<file path="src/rtl/bwf_pkg.sv">
// Shared types and constants for the box window filter.
`default_nettype none

package bwf_pkg;

    localparam int MAX_WINDOW = 15;
    localparam int MAX_WIDTH  = 1024;
    localparam int MAX_HEIGHT = 1024;
    localparam int PIXEL_BITS = 16;

    localparam int COL_W      = 10;
    localparam int ROW_W      = 10;
    localparam int DIM_W      = 11;
    localparam int RAD_W      = 3;
    localparam int WIN_W      = RAD_W + 1;
    localparam int SLOT_W     = $clog2(MAX_WINDOW);
    localparam int RS_W       = 20;
    localparam int CS_W       = 24;
    localparam int VAL_W      = 16;
    localparam int AREA_W     = 2 * WIN_W;
    localparam int DVD_W      = CS_W + 1;
    localparam int STEP_W     = $clog2(DVD_W);
    localparam int MEM_AW     = $clog2(MAX_WINDOW * MAX_WIDTH);
    localparam int QUEUE_DEPTH = 4;
    localparam int QPTR_W     = $clog2(QUEUE_DEPTH);
    localparam int QCNT_W     = QPTR_W + 1;
    localparam int CFG_IDX_W  = 3;
    localparam int CFG_DATA_W = 16;

    localparam logic [RAD_W-1:0] RADIUS_LIM = RAD_W'((MAX_WINDOW - 1) / 2);

    localparam logic [CFG_IDX_W-1:0] REG_RADIUS_X     = 3'd0;
    localparam logic [CFG_IDX_W-1:0] REG_RADIUS_Y     = 3'd1;
    localparam logic [CFG_IDX_W-1:0] REG_IMAGE_WIDTH  = 3'd2;
    localparam logic [CFG_IDX_W-1:0] REG_IMAGE_HEIGHT = 3'd3;
    localparam logic [CFG_IDX_W-1:0] REG_FILTER_MODE  = 3'd4;
    localparam logic [CFG_IDX_W-1:0] REG_MAX_VALUE    = 3'd5;

    localparam logic MODE_MEAN  = 1'b0;
    localparam logic MODE_CLAMP = 1'b1;

    typedef struct packed {
        logic [COL_W-1:0]  cx;
        logic [SLOT_W-1:0] slot;
        logic [SLOT_W-1:0] rd_slot;
        logic              first_row;
        logic              use_old;
        logic [RS_W-1:0]   hs;
        logic              emit;
        logic              full;
        logic [COL_W-1:0]  center_x;
        logic [ROW_W-1:0]  center_y;
        logic [AREA_W-1:0] area;
    } cmd_t;

    typedef enum logic [1:0] {
        BK_IDLE,
        BK_CALC,
        BK_DIV,
        BK_DONE
    } back_state_t;

endpackage

`default_nettype wire

</file>
<file path="src/rtl/bwf_queue.sv">
// Short command queue between front end and back end.
`default_nettype none

module bwf_queue (
    input  wire logic          clk,
    input  wire logic          rst_n,
    input  wire logic          push,
    input  wire bwf_pkg::cmd_t push_data,
    input  wire logic          pop,
    output bwf_pkg::cmd_t      pop_data,
    output logic               full,
    output logic               empty
);

    bwf_pkg::cmd_t               entry_reg [bwf_pkg::QUEUE_DEPTH];
    logic [bwf_pkg::QPTR_W-1:0]  wr_ptr_reg, rd_ptr_reg;
    logic [bwf_pkg::QCNT_W-1:0]  count_reg;

    assign full     = (count_reg == bwf_pkg::QCNT_W'(bwf_pkg::QUEUE_DEPTH));
    assign empty    = (count_reg == '0);
    assign pop_data = entry_reg[rd_ptr_reg];

    always_ff @(posedge clk)
    begin
        if (push)
            entry_reg[wr_ptr_reg] <= push_data;
    end

    always_ff @(posedge clk or negedge rst_n)
    begin
        if (!rst_n)
        begin
            wr_ptr_reg <= '0;
            rd_ptr_reg <= '0;
            count_reg  <= '0;
        end
        else
        begin
            if (push)
                wr_ptr_reg <= wr_ptr_reg + bwf_pkg::QPTR_W'(1);
            if (pop)
                rd_ptr_reg <= rd_ptr_reg + bwf_pkg::QPTR_W'(1);
            if (push && !pop)
                count_reg <= count_reg + bwf_pkg::QCNT_W'(1);
            else if (pop && !push)
                count_reg <= count_reg - bwf_pkg::QCNT_W'(1);
        end
    end

    a_no_push_full: assert property (@(posedge clk) disable iff (!rst_n)
        push |-> !full) else $error("push into full queue");
    a_no_pop_empty: assert property (@(posedge clk) disable iff (!rst_n)
        pop |-> !empty) else $error("pop from empty queue");
    a_count_up: assert property (@(posedge clk) disable iff (!rst_n)
        (push && !pop) |=> (count_reg == $past(count_reg) + bwf_pkg::QCNT_W'(1)))
        else $error("queue count lost a push");

endmodule

`default_nettype wire

</file>
<file path="config.mk">
export PLATFORM = sky130hd
export DESIGN_NAME = bwf_queue
export DESIGN_NICKNAME = d
export VERILOG_FILES = /design/src/rtl/bwf_pkg.sv /design/src/rtl/bwf_queue.sv
export SDC_FILE = /design/constraint.sdc
export NUM_CORES = 1
export LEC_CHECK = 0
export BUFFER_PORTS_ARGS = -buffer_cell sky130_fd_sc_hd__buf_2
export CORE_MARGIN = 2
export CORE_UTILIZATION = 56
export CTS_CLUSTER_SIZE = 28
export DETAILED_ROUTE_END_ITERATION = 10
export PLACE_DENSITY = 0.74
export SYNTH_ARGS = -nofsm -noshare
export SYNTH_HDL_FRONTEND = slang
export SYNTH_SLANG_ARGS = --single-unit
export TNS_END_PERCENT = 1
</file>
<file path="constraint.sdc">
create_clock -name clk -period 7.6 [get_ports clk]
set_input_delay 1.52 -clock clk [delete_from_list [all_inputs] [get_ports clk]]
set_output_delay 1.52 -clock clk [all_outputs]
set_load 0.005 [all_outputs]
</file>
=== Word-level counts from Yosys, hierarchy flattened ===
Memories as Yosys holds them, arrays and structs flattened.
Index checks and enable logic that the tools add are counted.

* Memories kept: 1
* Bits in registers: 7
* Output and inout port bits: 72
* Bits in writable memories: 280
* Logic and storage cells: 19

{| class="wikitable"
|+ Memory list
! memory !! depth !! bits a word !! rd ports !! clocked after memory_dff !! wr ports !! RTL line !! RTL
|-
| entry_reg || 4 || 70 || 1 || 0 || 1 || bwf_queue.sv:15 || <nowiki>bwf_pkg::cmd_t entry_reg [bwf_pkg::QUEUE_DEPTH];</nowiki>
|}

* $add $sub $neg: 4
* Equality and inequality tests: 1
* Multiplexer cells: 4
* Reductions and logical operators: 6

{| class="wikitable"
|+ Operator list
! operator !! number
|-
| $mux 3 || 2
|-
| $add 2x1->2 const B || 2
|-
| $add 3x1->3 const B || 1
|-
| $eq 3x3->1 const B || 1
|-
| $logic_not 3->1 || 1
|-
| $sub 3x1->3 const B || 1
|-
| $logic_and 1x1->1 || 2
|-
| $logic_not 1->1 || 2
|-
| $mux 1 || 2
|-
| $reduce_bool 2->1 || 1
|}

=== Longest topological paths before layout ===
Gate-level depths: netlist (run 1).

* Depth in word-level cells: 4
* Gate-level depth with buffers: 7
* Mapped depth without buffers: 7

=== Least setup slack after synthesis (run 1) ===
OpenSTA, ideal clock, no wires.

* Kind: input to register
* Start: in push
* End: mem entry_reg[1][0] (netlist name), enable pin
* Stages on the path: 1
* Arrival: 3,160 ps
* Setup time: 435 ps
* Setup slack: 4,004 ps
* Data required time: 7,165 ps
* Cells stage by stage: and2_1

* Longest elaborated chain between the ends: 2

{| class="wikitable"
|+ RTL lines
! what !! RTL line !! RTL
|-
| start: declaration || bwf_queue.sv:7 || <nowiki>input wire logic push,</nowiki>
|-
| $mux 1 || bwf_queue.sv:25 || <nowiki>if (push)</nowiki>
|-
| $mux 1 (implied by the code) || bwf_queue.sv:26 || <nowiki>entry_reg[wr_ptr_reg] <= push_data;</nowiki>
|-
| end: declaration || bwf_queue.sv:15 ||
|}

Every way passes these cells.

==> metrics, run 1 <==
vias per cell=5.64; Finish-stage setup viols=0; first-pass iteration count of the detailed router=4; Cell Count, Final, Fillers Out=814; max reg flops=280; CP startpoint kind=register; power density over cell area=382 nW/µm²; clk_lat worst skew=520 ps; dpl cells=764; DR iter-0 viols=239; Peak Freq=0.226 GHz; Die Area=20000 µm²; vias in the first global route=4921; Max-slew headroom=27.5%; clock skew=4.17 ps; Synth Area in Simple Gates=0.462%; footprint of the multi-input gates=1790 µm²; CP Capture Type=primary output; Vias=4595; fillers=1196; Max VDD drop=0.000243 V; status=finished clean; clock tree buffer depth=3; post-synthesis cell type count=20; hold buffer count at CTS=0; first-pass GRT wire length=27200 µm; Final Hold Viols=0; Crit Path Max Fanout=39; H-tree depth=1; clock root cell=clkbuf_16; Syn Nets=480; xor/xnor share of the synthesized area=0.497%; main combinational cell family by area after synthesis=multiplexers; Worst Path Required=6080 ps; grt total ovfl=0; DP Wirelength=9910 µm; WL per Instance=21.5 µm; final slew viol count=0; Synth area leader=edfxtp_1; TritonCTS clock tree=done; CTS resizes=0; post-synthesis mux area share=15.1%; slew at the pin with the worst max-slew slack=1090 ps; Post-Syn Area per Cell=26.4 µm²; slowest CP cell=dfrtp_4; clock sink count=287; Area growth syn-to-layout=16.9%; Synth area leaders=edfxtp_1 (80%), mux4_2 (14%), dfrtp_1 (1.7%); Top FF cell, synth=edfxtp_1; gr usage total=17.8%; drc violations=0; MaxCap Viol Count=0; asr flop ratio synth=2.44%; critical path type=register to primary output; post-route clock period utilization=58.1%; crit path time final=4420 ps; die width=141 µm; worst stage delay on the critical path=850 ps; Total Power=4.72 mW; top-count cell post-synth=edfxtp_1; CP cell instances=buf_4, mux4_2, buf_2; sequential-to-total area share from yosys stat=81.2%; WL final=17500 µm; pin count of the biggest net entering global routing=72; number of buffers created by CTS=29; count of nets after finishing=641; die height=141 µm; GPL Wtd Cong=0.636; Reg clk slew, reported paths=60 ps; Hold Slack=494 ps; Synth Instances=400; Post-synth EDFFs=280; core area=18600 µm²; layout cells sized above 1=45.1%; Setup Fix Bufs, Post-CTS=0; CP arrival=2900 ps; adder-cell share of the synthesized area=0.781%; post-route ant nets=0; FF/Latch Area=8590 µm²; YS warnings=0; LEAKAGE=4.25 nW; Starting Density=56.7%; Final TNS setup=0 ps; Std-Cell Rows=50; RSZ-0062 raised after global routing=false; Yosys reg bits=287; top-level port count=146; post-synth top area share=79.5%; antenna violations before repair=1; PortBufs=145; Synth Area in Compound Gates=0.0473%; hold crit path type=register to register; synthesized area=10600 µm²; most instantiated cells after synthesis=edfxtp_1 (280), mux4_2 (68), buf_12 (7), buf_2 (7), dfrtp_1 (7)
## report_power, final
| part | total, mW | switching (mW) | internal (mW) |
|---|---|---|---|
| clock | 1.37 | 0.542 | 0.825 |
| combinational | 1.08 | 0.484 | 0.591 |
| sequential | 2.28 | 0.199 | 2.08 |
## layer usage
| metal | vias to the layer above | track usage (%) | part of all wire (%) |
|---|---|---|---|
| li1 | 2032 | - | - |
| met1 | 2393 | 23.4 | 40 |
| met2 | 146 | 29.8 | 51 |
| met3 | 24 | 5.43 | 7.9 |
| met4 | 0 | 4.16 | 1.5 |
| met5 | - | 0 | 0 |
## through the flow
stage | area (µm²) | utilization, % | worst slack, ps
2_1_floorplan | 10600 | - | 4000
3_3_place_gp | 11400 | 61.3 | 3580
3_5_place_dp | 11400 | 61.3 | 3610
4_1_cts | 12400 | 66.3 | 3050
5_1_grt | 12400 | 66.3 | 2900
6_report | 12400 | 66.3 | 3180
## path summary, 6_finish.rpt
path,from,to,slack (ps),cells past startpoint
worst max-delay path,rd_ptr_reg[0],pop_data[36],3180,3
worst min-delay path,count_reg[2],count_reg[2],490,1
worst max register to register,wr_ptr_reg[1],entry_reg[0][44],5630,3
worst min register to register,count_reg[2],count_reg[2],490,1
max in group asynchronous,rst_n,rd_ptr_reg[0],6590,1
min in group asynchronous,rst_n,count_reg[2],830,1
## worst max-delay path: cells and delay by family (launching register included)
family                 cells  cell delay (ps)
buffers and inverters      2              870
multiplexers               1              610
flip-flops                 1              850
## final cells by class
type                            instances  area share, %
Antenna cell                            1         0.0203
Clock buffer                           30           5.90
Clock inverter                         19           1.61
Inverter                                4          0.122
Multi-Input combinational cell         93           14.5
Sequential cell                       287           69.5
Tap cell                              234           2.37
Timing Repair Buffer                  146           5.93
## layout by cell type (no fill, tap or decap), types with 2 or more instances in the layout
master	n
and2_4	4
buf_2	145
bufinv_16	4
clkbuf_16	29
clkinv_1	8
clkinv_2	5
dfrtp_1	5
dfrtp_4	2
edfxtp_1	280
ha_1	5
inv_1	4
mux4_1	2
mux4_2	68
nand2_1	2
xnor2_1	2
xor2_1	4
## logic make-up (layout without fill, tap and decap cells)
logic type               after synthesis  in the layout
AO/OA/AOI/OAI                          1              1
XOR/XNOR                               6              6
adder cells (fa/ha/maj)                6              6
buffers and inverters                 20            199
flip-flops                           287            287
multiplexers                          71             71
other                                  0              1
AND/OR/NAND/NOR                        9              9
(Power assumes the default switching activity.)
==> inputs of run 2 (changes only) <==
--- a/config.mk
+++ b/config.mk
@@ -5,6 +5,7 @@
 export SDC_FILE = /design/constraint.sdc
 export NUM_CORES = 1
 export LEC_CHECK = 0
+export ABC_AREA = 1
 export BUFFER_PORTS_ARGS = -buffer_cell sky130_fd_sc_hd__buf_2
 export CORE_MARGIN = 2
 export CORE_UTILIZATION = 56
==> constraint.sdc (replaced) <==
create_clock -name clk -period 4.1 [get_ports clk]
set_input_delay 0.82 -clock clk [delete_from_list [all_inputs] [get_ports clk]]
set_output_delay 0.82 -clock clk [all_outputs]
set_load 0.005 [all_outputs]
==> metrics, run 2 <==
Cell Count, Final, Fillers Out=1301; final slew viol count=0; cell mode on critical path=nand2_1; CP Capture Type=primary output; slew at the pin with the worst max-slew slack=870 ps; die width=147 µm; Worst Path Required=3280 ps; vias in the first global route=6679; layout cells sized above 1=20.6%; top-level port count=146; worst stage delay on the critical path=890 ps; Util after Layout=66.3%; sequential-to-total area share from yosys stat=74.9%; Max-slew headroom=42.0%; count of nets after finishing=1087; Yosys reg bits=287; TritonCTS clock tree=done; clk_lat worst skew=520 ps; post-synth top area share=73.4%; LEAKAGE=5.42 nW; clock sink count=287; Worst path top cell family by delay=flip-flops; drc violations=0; Max VDD drop=0.000558 V; clock skew=8.81 ps; Peak Freq=0.310 GHz; top-count cell post-synth=edfxtp_1; post-route ant nets=0; max reg flops=280; Finish-stage setup viols=0; Vias=6777; status=finished clean; Top FF cell, synth=edfxtp_1; YS warnings=0; gr usage total=19.2%; Starting Density=56.8%; Synth area leader=edfxtp_1; asr flop ratio synth=2.44%; Area growth syn-to-layout=16.7%; Syn Nets=944; grt total ovfl=0; H-tree depth=1; Std-Cell Rows=52; CP arrival=2400 ps; Register-to-Register Path Depth=5; Total Power=9.52 mW; Post-synth EDFFs=280; crit path time final=3220 ps; first-pass iteration count of the detailed router=7; slowest CP cell=dfrtp_4; number of buffers created by CTS=28; RSZ-0062 raised after global routing=false; clock tree buffer depth=3; Synth area leaders=edfxtp_1 (73%), o211ai_1 (9.2%), nand2_1 (7.3%); crit path buf inv count=2; DP Wirelength=12300 µm; stages on the worst setup path=5; hold crit path type=primary input to asynchronous set/reset pin; critical path type=register to primary output; first-pass GRT wire length=32900 µm; Die Area=21600 µm²; power density over cell area=712 nW/µm²; PortBufs=145; Synth Instances=864; most instantiated cells after synthesis=edfxtp_1 (280), nand2_1 (223), inv_1 (151); CTS resizes=0; Post-Syn Area per Cell=13.3 µm²; commonest non-fill, non-tap cell in the layout=edfxtp_1; WL per Instance=16.1 µm; GPL Wtd Cong=0.755; Final Hold Viols=0; DR iter-0 viols=342; CP cell instances=buf_12, nand2_1, o211ai_1, nand2_1, buf_2; most frequent cells in the layout=edfxtp_1 (280), nand2_1 (223), inv_1 (147), buf_2 (145), o211ai_1 (140); MaxCap Viol Count=0; antenna violations before repair=4; core area=20200 µm²; synthesized area=11500 µm²; dpl cells=1247; post-route clock period utilization=78.6%; die height=147 µm; post-synthesis cell type count=18; Reg clk slew, reported paths=60 ps; Crit Path Max Fanout=115; hold buffer count at CTS=0; CP startpoint kind=register; Hold Slack=130 ps; Final TNS setup=0 ps; WL final=20900 µm; pin count of the biggest net entering global routing=116; vias per cell=5.21; Setup Fix Bufs, Post-CTS=0; clock root cell=clkbuf_16
## run 2: cell types whose count changed in the layout (fill, tap and decap cells not counted), moves of 5 or more
cell / delta
o211ai_1: +140
nand2_1: +221
buf_4: +12
mux4_2: -68
inv_1: +143
clkinv_2: +5
## run 2: logic make-up after synthesis
| logic type | synth area share (%) |
|---|---|
| AO/OA/AOI/OAI | 9.22 |
| adder cells (fa/ha/maj) | 0.721 |
| XOR/XNOR | 0.306 |
| buffers and inverters | 7.35 |
| flip-flops | 74.9 |
| AND/OR/NAND/NOR | 7.49 |
## run 2: metal layers
layer	wire [µm]	global-route usage [%]	up-vias
met3	1310	4.50	39
met2	10800	33.9	164
met4	317	5.38	4
met5	27	0	-
li1	-	-	3287
met1	8470	23.9	3283
## run 2: metrics by stage
stage	cell area (µm²)	setup WS, ps
final	13400	878
after floorplan	11500	1200
after CTS	13400	872
after global placement	12400	1500
after detailed placement	12400	1420
after global routing	13400	704
## run 2: worst reg2reg max path, stage by stage (launching register included)
cell and delay (ps):
dfrtp_1 420, inv_1 90, ha_1 190, nand2_1 70, clkinv_2 630, buf_4 520
## run 2: worst paths after layout
| path | startpoint | endpoint | slack (ps) |
|---|---|---|---|
| min reg2reg | count_reg[2] | count_reg[2] | 510 |
| min in group clk | count_reg[2] | count_reg[2] | 510 |
| max in group asynchronous | rst_n | rd_ptr_reg[0] | 3790 |
| max reg2reg | wr_ptr_reg[0] | entry_reg[2][61] | 1900 |
| min | rst_n | wr_ptr_reg[1] | 130 |
| max | rd_ptr_reg[0] | pop_data[8] | 880 |
## run 2: power breakdown
group	switching [mW]	internal [mW]	total, mW
combinational	1.77	1.04	2.82
clock	1.01	1.61	2.62
sequential	0.236	3.84	4.08
total	3.02	6.49	9.52
## run 2: final cells by class
class / count / area [µm²]
Clock buffer: 36 / 792
Clock inverter: 16 / 181
Timing Repair Buffer: 160 / 863
Multi-Input combinational cell: 378 / 2030
Sequential cell: 287 / 8590
Antenna cell: 2 / 5.00
Inverter: 152 / 576
Tap cell: 270 / 338
Fill cell: 1461 / 6790
