### src/rtl/bwf_pkg.sv
// Shared types and constants for the box window filter.
`default_nettype none

package bwf_pkg;

    localparam int MAX_WINDOW = 15;
    localparam int MAX_WIDTH  = 1024;
    localparam int MAX_HEIGHT = 1024;
    localparam int PIXEL_BITS = 16;

    localparam int COL_W      = 10;
    localparam int ROW_W      = 10;
    localparam int DIM_W      = 11;
    localparam int RAD_W      = 3;
    localparam int WIN_W      = RAD_W + 1;
    localparam int SLOT_W     = $clog2(MAX_WINDOW);
    localparam int RS_W       = 20;
    localparam int CS_W       = 24;
    localparam int VAL_W      = 16;
    localparam int AREA_W     = 2 * WIN_W;
    localparam int DVD_W      = CS_W + 1;
    localparam int STEP_W     = $clog2(DVD_W);
    localparam int MEM_AW     = $clog2(MAX_WINDOW * MAX_WIDTH);
    localparam int QUEUE_DEPTH = 4;
    localparam int QPTR_W     = $clog2(QUEUE_DEPTH);
    localparam int QCNT_W     = QPTR_W + 1;
    localparam int CFG_IDX_W  = 3;
    localparam int CFG_DATA_W = 16;

    localparam logic [RAD_W-1:0] RADIUS_LIM = RAD_W'((MAX_WINDOW - 1) / 2);

    localparam logic [CFG_IDX_W-1:0] REG_RADIUS_X     = 3'd0;
    localparam logic [CFG_IDX_W-1:0] REG_RADIUS_Y     = 3'd1;
    localparam logic [CFG_IDX_W-1:0] REG_IMAGE_WIDTH  = 3'd2;
    localparam logic [CFG_IDX_W-1:0] REG_IMAGE_HEIGHT = 3'd3;
    localparam logic [CFG_IDX_W-1:0] REG_FILTER_MODE  = 3'd4;
    localparam logic [CFG_IDX_W-1:0] REG_MAX_VALUE    = 3'd5;

    localparam logic MODE_MEAN  = 1'b0;
    localparam logic MODE_CLAMP = 1'b1;

    typedef struct packed {
        logic [COL_W-1:0]  cx;
        logic [SLOT_W-1:0] slot;
        logic [SLOT_W-1:0] rd_slot;
        logic              first_row;
        logic              use_old;
        logic [RS_W-1:0]   hs;
        logic              emit;
        logic              full;
        logic [COL_W-1:0]  center_x;
        logic [ROW_W-1:0]  center_y;
        logic [AREA_W-1:0] area;
    } cmd_t;

    typedef enum logic [1:0] {
        BK_IDLE,
        BK_CALC,
        BK_DIV,
        BK_DONE
    } back_state_t;

endpackage

`default_nettype wire

### src/rtl/bwf_front.sv
// Front end: raster position, horizontal running sum and command build.
`default_nettype none

module bwf_front (
    input  wire logic                        clk,
    input  wire logic                        rst_n,
    input  wire logic                        in_valid,
    output logic                             in_stall,
    input  wire logic [bwf_pkg::PIXEL_BITS-1:0] pixel,
    input  wire logic                        q_full,
    input  wire logic [bwf_pkg::RAD_W-1:0]   radius_x,
    input  wire logic [bwf_pkg::RAD_W-1:0]   radius_y,
    input  wire logic [bwf_pkg::DIM_W-1:0]   image_width,
    input  wire logic [bwf_pkg::DIM_W-1:0]   image_height,
    output logic                             push,
    output bwf_pkg::cmd_t                    cmd
);

    logic [bwf_pkg::COL_W-1:0]      col_reg, col_next;
    logic [bwf_pkg::ROW_W-1:0]      row_reg, row_next;
    logic [bwf_pkg::SLOT_W-1:0]     slot_reg, slot_next;
    logic [bwf_pkg::RS_W-1:0]       row_sum_reg;
    logic [bwf_pkg::PIXEL_BITS-1:0] line_reg [bwf_pkg::MAX_WINDOW];

    logic [bwf_pkg::RAD_W-1:0]  rx, ry;
    logic [bwf_pkg::WIN_W-1:0]  wx, wy;
    logic [bwf_pkg::DIM_W-1:0]  w_eff, h_eff, col_inc, row_inc;
    logic                       row_start;
    logic [bwf_pkg::PIXEL_BITS-1:0] old_px;
    logic [bwf_pkg::RS_W-1:0]   hs;
    logic [bwf_pkg::SLOT_W:0]   rd_tmp;

    assign in_stall = q_full;
    assign push     = in_valid && !q_full;

    always_comb
    begin
        rx = (radius_x > bwf_pkg::RADIUS_LIM) ? bwf_pkg::RADIUS_LIM : radius_x;
        ry = (radius_y > bwf_pkg::RADIUS_LIM) ? bwf_pkg::RADIUS_LIM : radius_y;
        wx = {rx, 1'b1};
        wy = {ry, 1'b1};

        if (image_width == '0)
            w_eff = bwf_pkg::DIM_W'(1);
        else if (image_width > bwf_pkg::DIM_W'(bwf_pkg::MAX_WIDTH))
            w_eff = bwf_pkg::DIM_W'(bwf_pkg::MAX_WIDTH);
        else
            w_eff = image_width;

        if (image_height == '0)
            h_eff = bwf_pkg::DIM_W'(1);
        else if (image_height > bwf_pkg::DIM_W'(bwf_pkg::MAX_HEIGHT))
            h_eff = bwf_pkg::DIM_W'(bwf_pkg::MAX_HEIGHT);
        else
            h_eff = image_height;

        // drop the previous row's pixels at the row start
        row_start = (col_reg == '0);
        old_px    = row_start ? '0 : line_reg[{rx, 1'b0}];
        hs        = (row_start ? '0 : row_sum_reg) + bwf_pkg::RS_W'(pixel)
                    - bwf_pkg::RS_W'(old_px);

        rd_tmp = {1'b0, slot_reg} + (bwf_pkg::SLOT_W + 1)'(bwf_pkg::MAX_WINDOW)
                 - (bwf_pkg::SLOT_W + 1)'(wy);
        if (rd_tmp >= (bwf_pkg::SLOT_W + 1)'(bwf_pkg::MAX_WINDOW))
            rd_tmp = rd_tmp - (bwf_pkg::SLOT_W + 1)'(bwf_pkg::MAX_WINDOW);

        cmd.cx        = col_reg;
        cmd.slot      = slot_reg;
        cmd.rd_slot   = rd_tmp[bwf_pkg::SLOT_W-1:0];
        cmd.first_row = (row_reg == '0);
        cmd.use_old   = (row_reg >= bwf_pkg::ROW_W'(wy));
        cmd.hs        = hs;
        cmd.emit      = (col_reg >= bwf_pkg::COL_W'(rx)) && (row_reg >= bwf_pkg::ROW_W'(ry));
        cmd.full      = (col_reg >= bwf_pkg::COL_W'({rx, 1'b0}))
                        && (row_reg >= bwf_pkg::ROW_W'({ry, 1'b0}));
        cmd.center_x  = col_reg - bwf_pkg::COL_W'(rx);
        cmd.center_y  = row_reg - bwf_pkg::ROW_W'(ry);
        cmd.area      = bwf_pkg::AREA_W'(wx) * bwf_pkg::AREA_W'(wy);

        // advance the raster position
        col_inc   = {1'b0, col_reg} + bwf_pkg::DIM_W'(1);
        row_inc   = {1'b0, row_reg} + bwf_pkg::DIM_W'(1);
        col_next  = col_inc[bwf_pkg::COL_W-1:0];
        row_next  = row_reg;
        slot_next = slot_reg;
        if (col_inc >= w_eff)
        begin
            col_next = '0;
            if (row_inc >= h_eff)
            begin
                row_next  = '0;
                slot_next = '0;
            end
            else
            begin
                row_next  = row_inc[bwf_pkg::ROW_W-1:0];
                slot_next = (slot_reg == bwf_pkg::SLOT_W'(bwf_pkg::MAX_WINDOW - 1))
                            ? '0 : slot_reg + bwf_pkg::SLOT_W'(1);
            end
        end
    end

    always_ff @(posedge clk or negedge rst_n)
    begin
        if (!rst_n)
        begin
            col_reg     <= '0;
            row_reg     <= '0;
            slot_reg    <= '0;
            row_sum_reg <= '0;
            for (int i = 0; i < bwf_pkg::MAX_WINDOW; i++)
                line_reg[i] <= '0;
        end
        else if (push)
        begin
            col_reg     <= col_next;
            row_reg     <= row_next;
            slot_reg    <= slot_next;
            row_sum_reg <= hs;
            line_reg[0] <= pixel;
            for (int i = 1; i < bwf_pkg::MAX_WINDOW; i++)
                line_reg[i] <= row_start ? '0 : line_reg[i-1];
        end
    end

endmodule

`default_nettype wire

### config.mk
export PLATFORM = sky130hd
export DESIGN_NAME = bwf_front
export DESIGN_NICKNAME = d
export VERILOG_FILES = /design/src/rtl/bwf_pkg.sv /design/src/rtl/bwf_front.sv
export SDC_FILE = /design/constraint.sdc
export NUM_CORES = 1
export LEC_CHECK = 0
export BUFFER_PORTS_ARGS = -buffer_cell sky130_fd_sc_hd__buf_2
export CORE_MARGIN = 5
export CORE_UTILIZATION = 30
export DETAILED_ROUTE_END_ITERATION = 12
export PLACE_DENSITY = 0.55
export SYNTH_ARGS = -nofsm -noshare
export SYNTH_HDL_FRONTEND = slang
export SYNTH_SLANG_ARGS = --single-unit
### constraint.sdc
create_clock -name clk -period 12.6 [get_ports clk]
set_input_delay 1.26 -clock clk [delete_from_list [all_inputs] [get_ports clk]]
set_output_delay 1.26 -clock clk [all_outputs]
set_load 0.05 [all_outputs]
## After elaboration in Yosys (flattened, before gate mapping)

Index checks and enable logic that the tools add are counted.

- Register bits: 284
- Bits of input ports: 48
- Output and inout bits: 72
- Logic and storage cells: 84

- Add/sub/neg operators: 10
- Multiply operators: 1
- Magnitude comparators: 13
- Equal/unequal tests: 1
- Mux-type cells: 30
- Bitwise logic cells: 1
- Reductions and logical operators: 9

Operator list:

| kind | number |
|---|---|
| $mux W16 | 17 |
| $bmux W16 S4 | 1 |
| $mux W11 | 4 |
| $ge A10 B4 Y1 | 3 |
| $add A10 B1 Y11 const B | 2 |
| $ge A11 B11 Y1 | 2 |
| $gt A11 B11 Y1 const B | 2 |
| $logic_not A11 Y1 | 2 |
| $add A20 B16 Y20 | 1 |
| $ge A10 B3 Y1 | 2 |
| $logic_not A10 Y1 | 2 |
| $mux W10 | 2 |
| $mux W20 | 1 |
| $sub A10 B3 Y10 | 2 |
| $sub A20 B16 Y20 | 1 |
| $mux W4 | 3 |
| $mul A4 B4 Y8 | 1 |
| $gt A3 B3 Y1 const B | 2 |
| $mux W3 | 2 |
| $add A4 B4 Y5 const B | 1 |
| $ge A5 B4 Y1 const B | 1 |
| $ge A5 B5 Y1 const B | 1 |
| $not A4 Y5 | 1 |
| $sub A5 B4 Y5 | 1 |
| other kinds (6) | 8 |

## Logic depth before layout (Yosys ltp)

Gate-level depths: netlist of run 1.

- Depth in word-level cells: 8
- Depth in mapped cells: 20

## Least setup slack after synthesis of run 1

No wires, ideal clock.

- Path kind: input-to-output
- From: input port radius_x[1] (netlist bit)
- To: output port cmd[48] (netlist bit)
- Arrival: 5.606 ns
- Path slack: 5.734 ns
- Stages: 14
- Cell sequence: clkbuf_1 > buf_2 > mux4_2 > nand2_1 > a21oi_1 > fa_1 > inv_1 > fa_1 > a211oi_2 > nor3_1 > a2111oi_4 > o311ai_2 > a311o_1 > xor2_1

RTL lines:

| what | RTL line | source |
|---|---|---|
| start: declaration | bwf_front.sv:11 | `input wire logic [bwf_pkg::RAD_W-1:0] radius_x,` |
| end: declaration | bwf_front.sv:16 | `output bwf_pkg::cmd_t cmd` |

==> results of run 1 <==
==> tightest hold or removal path: cells and delay by family, from the launching register on <==
family	cells	cell delay, ns
and+or+nand+nor	2	0.10
DFF	1	0.34
==> placed cells by master, fill, tap and decap left out, drive strengths merged, types with 9 or more instances in the layout <==
master,count
and2,12
xnor2,36
mux4,32
nand2,641
and3,18
xor2,20
ha,77
fa,23
a21oi,34
clkbuf,47
clkinv,9
dfrtp,284
nor3,9
nor2,34
inv,57
buf,130
o21ai,267
a21o,11
mux2,9
nand3,20
==> per-layer routing <==
metal	global-route usage	vias to the layer above	share of wire
li1	-	6064	-
met1	0.195	6051	0.47
met2	0.212	227	0.46
met3	0.0194	59	0.043
met4	0.0367	0	0.024
met5	0	-	0
==> through the flow <==
| stage | utilization | power [mW] | std cells | setup slack, ns | hold slack (ns) |
|---|---|---|---|---|---|
| after detailed placement | 0.326 | 3.86 | 2487 | 5.62 | 0.455 |
| after CTS | 0.348 | 4.87 | 2546 | 5.38 | 0.475 |
| after floorplan | - | 3.25 | 1799 | 5.73 | 0.439 |
| after global routing | 0.348 | 5.14 | 2546 | 4.92 | 0.501 |
| final | 0.348 | 4.81 | 2546 | 5.44 | 0.467 |
| after global placement | 0.326 | 3.82 | 2487 | 5.66 | 0.454 |
==> cell type report <==
| type | count | area share |
|---|---|---|
| multi-input combinational | 1335 | 0.442 |
| sequential | 284 | 0.396 |
| clock buffer | 47 | 0.0552 |
| tap | 680 | 0.0474 |
| timing repair buffer | 130 | 0.0399 |
| inverter | 58 | 0.0126 |
| clock inverter | 12 | 0.00663 |
==> logic make-up after synthesis <==
group	synth area share
adders and majority gates	0.0906
DFF	0.452
AOI/OAI and AO/OA	0.133
xor gates and xnor gates	0.0312
and+or+nand+nor	0.196
muxes	0.0523
buffers and inverters	0.0443
other	0.000239
==> worst max path at each step <==
stage,end,startpoint,cells past startpoint
4_1_cts,cmd[48],col_reg[5],16
3_3_place_gp,cmd[48],radius_x[1],15
3_5_place_dp,cmd[49],radius_x[1],16
5_1_grt,cmd[49],col_reg[5],17
6_report,cmd[48],col_reg[5],16
2_1_floorplan,cmd[48],radius_x[1],14
==> power groups by stage <==
stage          sequential (mW)  combinational (mW)  clock, mW
2_1_floorplan             1.24                2.01          0
3_3_place_gp              1.27                2.56          0
3_5_place_dp              1.27                2.59          0
4_1_cts                   1.26                2.60       1.01
5_1_grt                   1.29                2.81       1.05
6_report                  1.26                2.58      0.976
==> reports/results.ini, run 1 <==
[worst_setup_path]
regToRegStartpoint = col_reg[5]
crit_type = reg2out
path_buf_inv = 3
critPathMaxFanout = 235
crit_path_start_kind = flip-flop
critPathSlowestCell = buf_12
rrSetupSlack_ns = 7.16
r2r-end = row_sum_reg[18]
cp_top_family = compound AO/OA/AOI/OAI gates
cp.required_ns = 11.34
rr_worst_depth = 16
critPathArrivalTime_ns = 5.90
max_stage_delay_ns = 0.57
crit_chain = nor2_1 > nand2_1 > nor3_1 > and3_4 > buf_12 > a21oi_1 > fa_1 > inv_1 > fa_1 > a211oi_2 > nor3_1 > a2111oi_4 > o311ai_2 > a311o_1 > xor2_1 > buf_2
cp-end-kind = output port

[clock_tree]
insertion_delay_ns = 0.52
cts_tree = done
post-cts-setup-buffers = 0
cts.path.max_buffers = 3
cts.sinks = 284
cts_root_buf = clkbuf_16
clk_pin_slew_ns = 0.06
cts_resized = 0
ctsHoldBuffers = 0
cts-htree-levels = 2
cts_buffers = 34

[final_layout]
multi_input_area_sq_um = 7930
area_delta_synth_final_pct = 14.1
fin_nets = 1991
fin_area_sq_um = 17900
antenna_cells = 0
largest_register_ffs = 240
drive_gt1_frac = 0.125
seq_area_sq_um = 7110
fill_cells = 5290

[power_and_ir_drop]
seq_power_share = 0.261
max-vdd-ir-drop_mv = 0.356
intPower_mw = 2.44
p_switching_mw = 2.38
p_sw_frac = 0.494
p_clk_frac = 0.203
p_leak_nw = 8.20
powerDensity_nw_per_um2 = 268
combPwrFrac = 0.536

[synth]
yosys_warnings = 0
yosys.area.top_type = dfrtp_1
ys_seq_area_frac = 0.452
synthArstFlopShare = 1.00
synth.most_common_cell = nand2_1
syn-num-nets = 1947
synth-main-ff-cell = dfrtp_1
synth_seq_cells = 284
yosysTopAreaCellShare = 0.452
synthTopCellsByCount = nand2_1, dfrtp_1, o21ai_0
yosys-top-cells-area = dfrtp_1, nand2_1, o21ai_0
synth_cells = 1799
synth-edff-count = 0
yosysUniqueCellTypes = 55
syn_area_sq_um = 15700
syn_avg_cell_area_sq_um = 8.74

[hold_path]
worstHoldPathCells = 2
hp-class = reg2reg
hold_start = row_sum_reg[8]
holdPathEnd = row_sum_reg[8]

[routing]
postRouteAntennaNets = 0
drc_errors = 0
viasPerCell = 4.87
firstDrtPassIters = 5
wire_per_inst_microns = 15.2
dr_total_vias = 12400
wl_mm = 38.6
drtIter0Drc = 952

[timing]
relSlewSlack = 0.282
post-route-period-util = 0.568
hold_viol = 0
slew_violations = 0
rsz0062_at_grt = false
fin_skew_ns = 0.0259
fin_setup_tns_ns = 0
setup_violations = 0
max_clock_freq_mhz = 140
tightestPinTransition_ns = 1.08
layout_min_cycle_time_ns = 7.16

[floorplan]
std_cell_rows = 83
die_x_microns = 239
coreArea_sq_um = 51600
initial_core_util = 0.305
die_height_microns = 239
die_area_sq_um = 57100
pin_count = 120

[placed_design]
dp_hpwl_mm = 24.4
place_area_sq_um = 16800
gp_congestion = 0.842
port_buffers = 118

[global_route]
grt.total_usage = 0.135
grt_pass1_wl_mm = 65.1
grt_pass1_vias = 12200
grt_max_degree = 236
grt_antenna_before_repair = 0
grt_overflow = 0

[flow_run]
drv_cap = 0

[outcome]
outcome = completed

Power figures use the tool's default switching activity.
==> run 2: changes to the inputs <==
PLACE_DENSITY = 0.56   (was 0.55)
clock period = 6.1 ns   (was 12.6 ns; I/O delays follow)
==> run 2 against run 1 <==
Critical path depth unchanged. Count of clock-buffer cells in the layout decreased by 3. Total power increased by 110%. Hold slack got worse by 0.39 ns. Sequential share of layout area decreased by 0.12 points. Cell count increased by 0.16%. Highest routed layer unchanged.
==> reports/results.ini, run 2 (same netlist as run 1, synthesis figures left out) <==
[clock_tree]
clk_pin_slew_ns = 0.06
ctsHoldBuffers = 0
cts_tree = done
insertion_delay_ns = 0.58
cts-htree-levels = 1
cts_buffers = 31
cts.path.max_buffers = 3
cts.sinks = 284
cts_root_buf = clkbuf_16

[timing]
fin_skew_ns = 0.0154
hold_viol = 0
setup_violations = 0
tightestPinTransition_ns = 1.10
relSlewSlack = 0.267
max_clock_freq_mhz = 172
whs_ns = 0.0753
layout_min_cycle_time_ns = 5.80
rsz0062_at_grt = false
fin_setup_tns_ns = 0
slew_violations = 0
post-route-period-util = 0.950

[worst_setup_path]
r2r-end = row_sum_reg[19]
crit_type = reg2out
rr_worst_depth = 17
critPathMaxFanout = 28
cp.required_ns = 5.49
crit_path_start_kind = flip-flop
rrSetupSlack_ns = 1.52
path_buf_inv = 2
critPathArrivalTime_ns = 5.19
regToRegStartpoint = col_reg[5]
critPathSlowestCell = a2111oi_2
max_stage_delay_ns = 0.57
crit_chain = nor2_1 > nand2_1 > nor3_2 > nand3_1 > buf_4 > and2_1 > fa_1 > ha_1 > o21ai_0 > o21ai_0 > nand4_1 > a2111oi_2 > o21a_1 > nor2_1 > xnor2_1 > buf_2
cp_top_family = simple AND/OR/NAND/NOR gates
crit_cells = 16
cp-end-kind = output port

[floorplan]
std_cell_rows = 83
pin_count = 120
die_height_microns = 239
coreArea_sq_um = 51600
die_area_sq_um = 57100
initial_core_util = 0.305
die_x_microns = 239

[power_and_ir_drop]
powerDensity_nw_per_um2 = 552
p_leak_nw = 8.23
max-vdd-ir-drop_mv = 0.472
p_total_mw = 9.93

[final_layout]
fill_cells = 5299
antenna_cells = 0
multi_input_area_sq_um = 7930
final_util = 0.349
largest_register_ffs = 240
area_delta_synth_final_pct = 14.5
final_cell_mix = nand2_1, dfrtp_1, o21ai_0, buf_2, ha_1
seq_area_sq_um = 7110
final_common_cell = nand2_1
drive_gt1_frac = 0.128
fin_nets = 1996

[hold_path]
hp-class = in2async

[outcome]
outcome = completed

[global_route]
grt_antenna_before_repair = 0
grt_pass1_wl_mm = 64.2
grt_overflow = 0
grt_max_degree = 219
grt_pass1_vias = 12100
grt.total_usage = 0.132

[routing]
postRouteAntennaNets = 0
firstDrtPassIters = 5
drtIter0Drc = 908
wire_per_inst_microns = 15.1
viasPerCell = 4.87
wl_mm = 38.6
dr_total_vias = 12400
drc_errors = 0

[placed_design]
gp_congestion = 0.840
dp_hpwl_mm = 25.0
port_buffers = 118

[flow_run]
drv_cap = 0

run 2: changes by cell type in the layout (fill, tap and decap cells not counted), sizes merged:
cell / change
buf: +8
clkinv: -2
clkbuf: -3
bufinv: +1
run 2: where the power goes:
part	internal (mW)	switching, mW
Combinational	1.56	3.82
Sequential	2.28	0.319
Clock	1.16	0.793
Total	5.00	4.93
run 2: repair_timing:
item	in CTS	in global routing
resized for setup	0	1
setup endpoints to repair	0	5
setup buffers	0	2
endpoints found under the hold margin	0	0
run 2: routing by layer:
metal / wire length, microns / vias up / global-route usage / part of all wire
met4: 680 / 0 / 0.0240 / 0.018
met3: 1820 / 54 / 0.0189 / 0.047
met2: 17700 / 270 / 0.213 / 0.46
met1: 18400 / 6034 / 0.192 / 0.48
met5: 0 / - / 0 / 0
li1: - / 6069 / - / -
run 2: area by class of cell:
| cell class | count | share of cell area |
|---|---|---|
| Clock buffer | 44 | 0.0508 |
| Clock inverter | 11 | 0.00814 |
| Inverter | 58 | 0.0125 |
| Multi-Input combinational cell | 1335 | 0.441 |
| Sequential cell | 284 | 0.395 |
| Tap cell | 680 | 0.0473 |
| Timing Repair Buffer | 138 | 0.0452 |
run 2: worst reg2reg max path, cell delays in order (launching register included):
cell	delay, ns
dfrtp_1	0.51
nor2_1	0.22
nand2_1	0.11
nor3_2	0.27
and3_4	0.31
buf_4	0.20
buf_4	0.31
a21oi_1	0.12
fa_1	0.39
inv_1	0.06
ha_1	0.27
and2_1	0.21
a221o_1	0.37
a21oi_1	0.14
o21ai_0	0.15
o21a_1	0.27
o311a_1	0.35
o211a_1	0.21
run 2: worst max-delay path by stage:
| stage | start | slack [ns] | to |
|---|---|---|---|
| after global routing | col_reg[5] | 0.05 | cmd[49] |
| after detailed placement | radius_x[1] | 0.72 | cmd[48] |
| after floorplan | col_reg[4] | 0.47 | cmd[48] |
| final | col_reg[5] | 0.30 | cmd[49] |
| after CTS | col_reg[5] | 0.13 | cmd[49] |
| after global placement | radius_x[1] | 0.72 | cmd[48] |
run 2: stage by stage:
step | std cells | cell area (sq um) | setup WS [ns]
floorplan | 1799 | 15700 | 0.472
global placement | 2493 | 16900 | 0.716
detailed placement | 2493 | 16900 | 0.719
CTS | 2548 | 18000 | 0.132
global route | 2550 | 18000 | 0.0462
finish | 2550 | 18000 | 0.302
==> run 3: changes to the inputs <==
PLACE_DENSITY = 0.55   (was 0.56)
clock period = 6.3 ns   (was 6.1 ns; I/O delays follow)
==> run 3 against run 2 <==
Combinational power shrank 3%. Cell count shrank 0.12%. Via count grew 1.6%. Count of clock-buffer cells in the layout increased by 1. Clock power about the same. First-iteration DRC count up 2.6%. Setup slack improved by 0.080 ns. Register-to-register slack worse by 0.07 ns. Sequential power shrank 3%. Highest routed layer unchanged. Sequential cell count unchanged. Hold slack improved by 0.032 ns. Total power decreased by 2.4%.
==> reports/results.ini, run 3 (same netlist as run 1, synthesis figures left out) <==
[floorplan]
pin_count = 120
die_area_sq_um = 57100
die_x_microns = 239
coreArea_sq_um = 51600
die_height_microns = 239
initial_core_util = 0.305
std_cell_rows = 83

[timing]
fin_skew_ns = 0.0131
fin_setup_tns_ns = 0
post-route-period-util = 0.939
layout_min_cycle_time_ns = 5.92
setup_violations = 0
rsz0062_at_grt = false
slew_violations = 0
max_clock_freq_mhz = 169
hold_viol = 0
relSlewSlack = 0.254
tightestPinTransition_ns = 1.12

[clock_tree]
cts.sinks = 284
clk_pin_slew_ns = 0.06
cts.path.max_buffers = 3
cts_root_buf = clkbuf_16
cts-htree-levels = 2
cts_tree = done
insertion_delay_ns = 0.51
cts_buffers = 34
ctsHoldBuffers = 0

[worst_setup_path]
rr_worst_depth = 16
regToRegStartpoint = col_reg[5]
cp.required_ns = 5.67
crit_path_start_kind = flip-flop
r2r-end = row_sum_reg[19]
rrSetupSlack_ns = 1.45
critPathArrivalTime_ns = 5.29
crit_type = reg2out
critPathMaxFanout = 21
cp-end-kind = output port
crit_path_start = col_reg[5]

[power_and_ir_drop]
max-vdd-ir-drop_mv = 0.609
powerDensity_nw_per_um2 = 538
p_leak_nw = 8.23

[flow_run]
drv_cap = 0

[global_route]
grt_overflow = 0
grt_pass1_vias = 12600
grt_antenna_before_repair = 0
grt_pass1_wl_mm = 65.4
grt.total_usage = 0.135
grt_max_degree = 210

[final_layout]
fin_cells = 2547
fin_nets = 1993
largest_register_ffs = 240
area_delta_synth_final_pct = 14.6
fill_cells = 5281
drive_gt1_frac = 0.126
final_cell_mix = nand2_1, dfrtp_1, o21ai_0, buf_2, ha_1
final_common_cell = nand2_1
antenna_cells = 0

[routing]
firstDrtPassIters = 5
postRouteAntennaNets = 0
wire_per_inst_microns = 15.6
viasPerCell = 4.96
wl_mm = 39.8
dr_total_vias = 12600
drc_errors = 0
drtIter0Drc = 932

[outcome]
outcome = completed

[placed_design]
dp_cells = 2488
gp_congestion = 0.858
dp_hpwl_mm = 25.0
port_buffers = 118

[hold_path]
hp-class = in2async

## run 3: layout make-up
type	count	area, sq um	area share
Inverter	58	225	0.0125
Sequential cell	284	7110	0.395
Clock inverter	13	156	0.00868
Multi-Input combinational cell	1336	7950	0.441
Tap cell	680	851	0.0472
Clock buffer	45	963	0.0535
Timing Repair Buffer	131	761	0.0422
## run 3: report_power, final
group	total (mW)	switching (mW)	internal, mW
sequential	2.52	0.309	2.21
combinational	5.21	3.72	1.50
clock	1.97	0.769	1.20
total	9.70	4.79	4.90
## run 3: worst max-delay path, stage by stage (launching register included)
cell	delay, ns
dfrtp_1	0.50
nor2_1	0.21
nand2_1	0.14
nor3_4	0.38
and3_4	0.52
a21oi_1	0.11
fa_1	0.51
inv_1	0.07
fa_1	0.49
a211oi_2	0.24
nor3_1	0.12
a2111oi_4	0.47
o311ai_2	0.17
a311o_1	0.32
xor2_1	0.19
buf_2	0.30
## run 3: worst max path at each step
stage          cells past startpoint      end
2_1_floorplan                     18  cmd[48]
3_3_place_gp                      15  cmd[48]
3_5_place_dp                      15  cmd[48]
4_1_cts                           15  cmd[48]
5_1_grt                           15  cmd[48]
6_report                          15  cmd[48]
## run 3: per-stage QoR
step	utilization	total power [mW]	instance area, sq um	hold WS [ns]	setup slack (ns)
5_1_grt	0.349	10.3	18000	0.180	0.102
6_report	0.349	9.70	18000	0.107	0.382
4_1_cts	0.349	9.78	18000	0.157	0.273
3_5_place_dp	0.327	7.75	16900	0.458	0.845
3_3_place_gp	0.327	7.68	16900	0.452	0.943
2_1_floorplan	-	6.50	15700	0.334	0.652
## run 3: timing repair
| action | 4_1_cts | 5_1_grt |
|---|---|---|
| endpoints found under the setup margin | 0 | 2 |
| endpoints found under the hold margin | 0 | 0 |
| gates resized for setup | 0 | 2 |
| buffers inserted | 0 | 0 |
## run 3: per-layer routing
layer / vias to the layer above / share of wire / GRT usage
li1: 6072 / - / -
met4: 0 / 0.026 / 0.0394
met5: - / 0 / 0
met2: 285 / 0.46 / 0.219
met1: 6198 / 0.47 / 0.189
met3: 69 / 0.047 / 0.0193
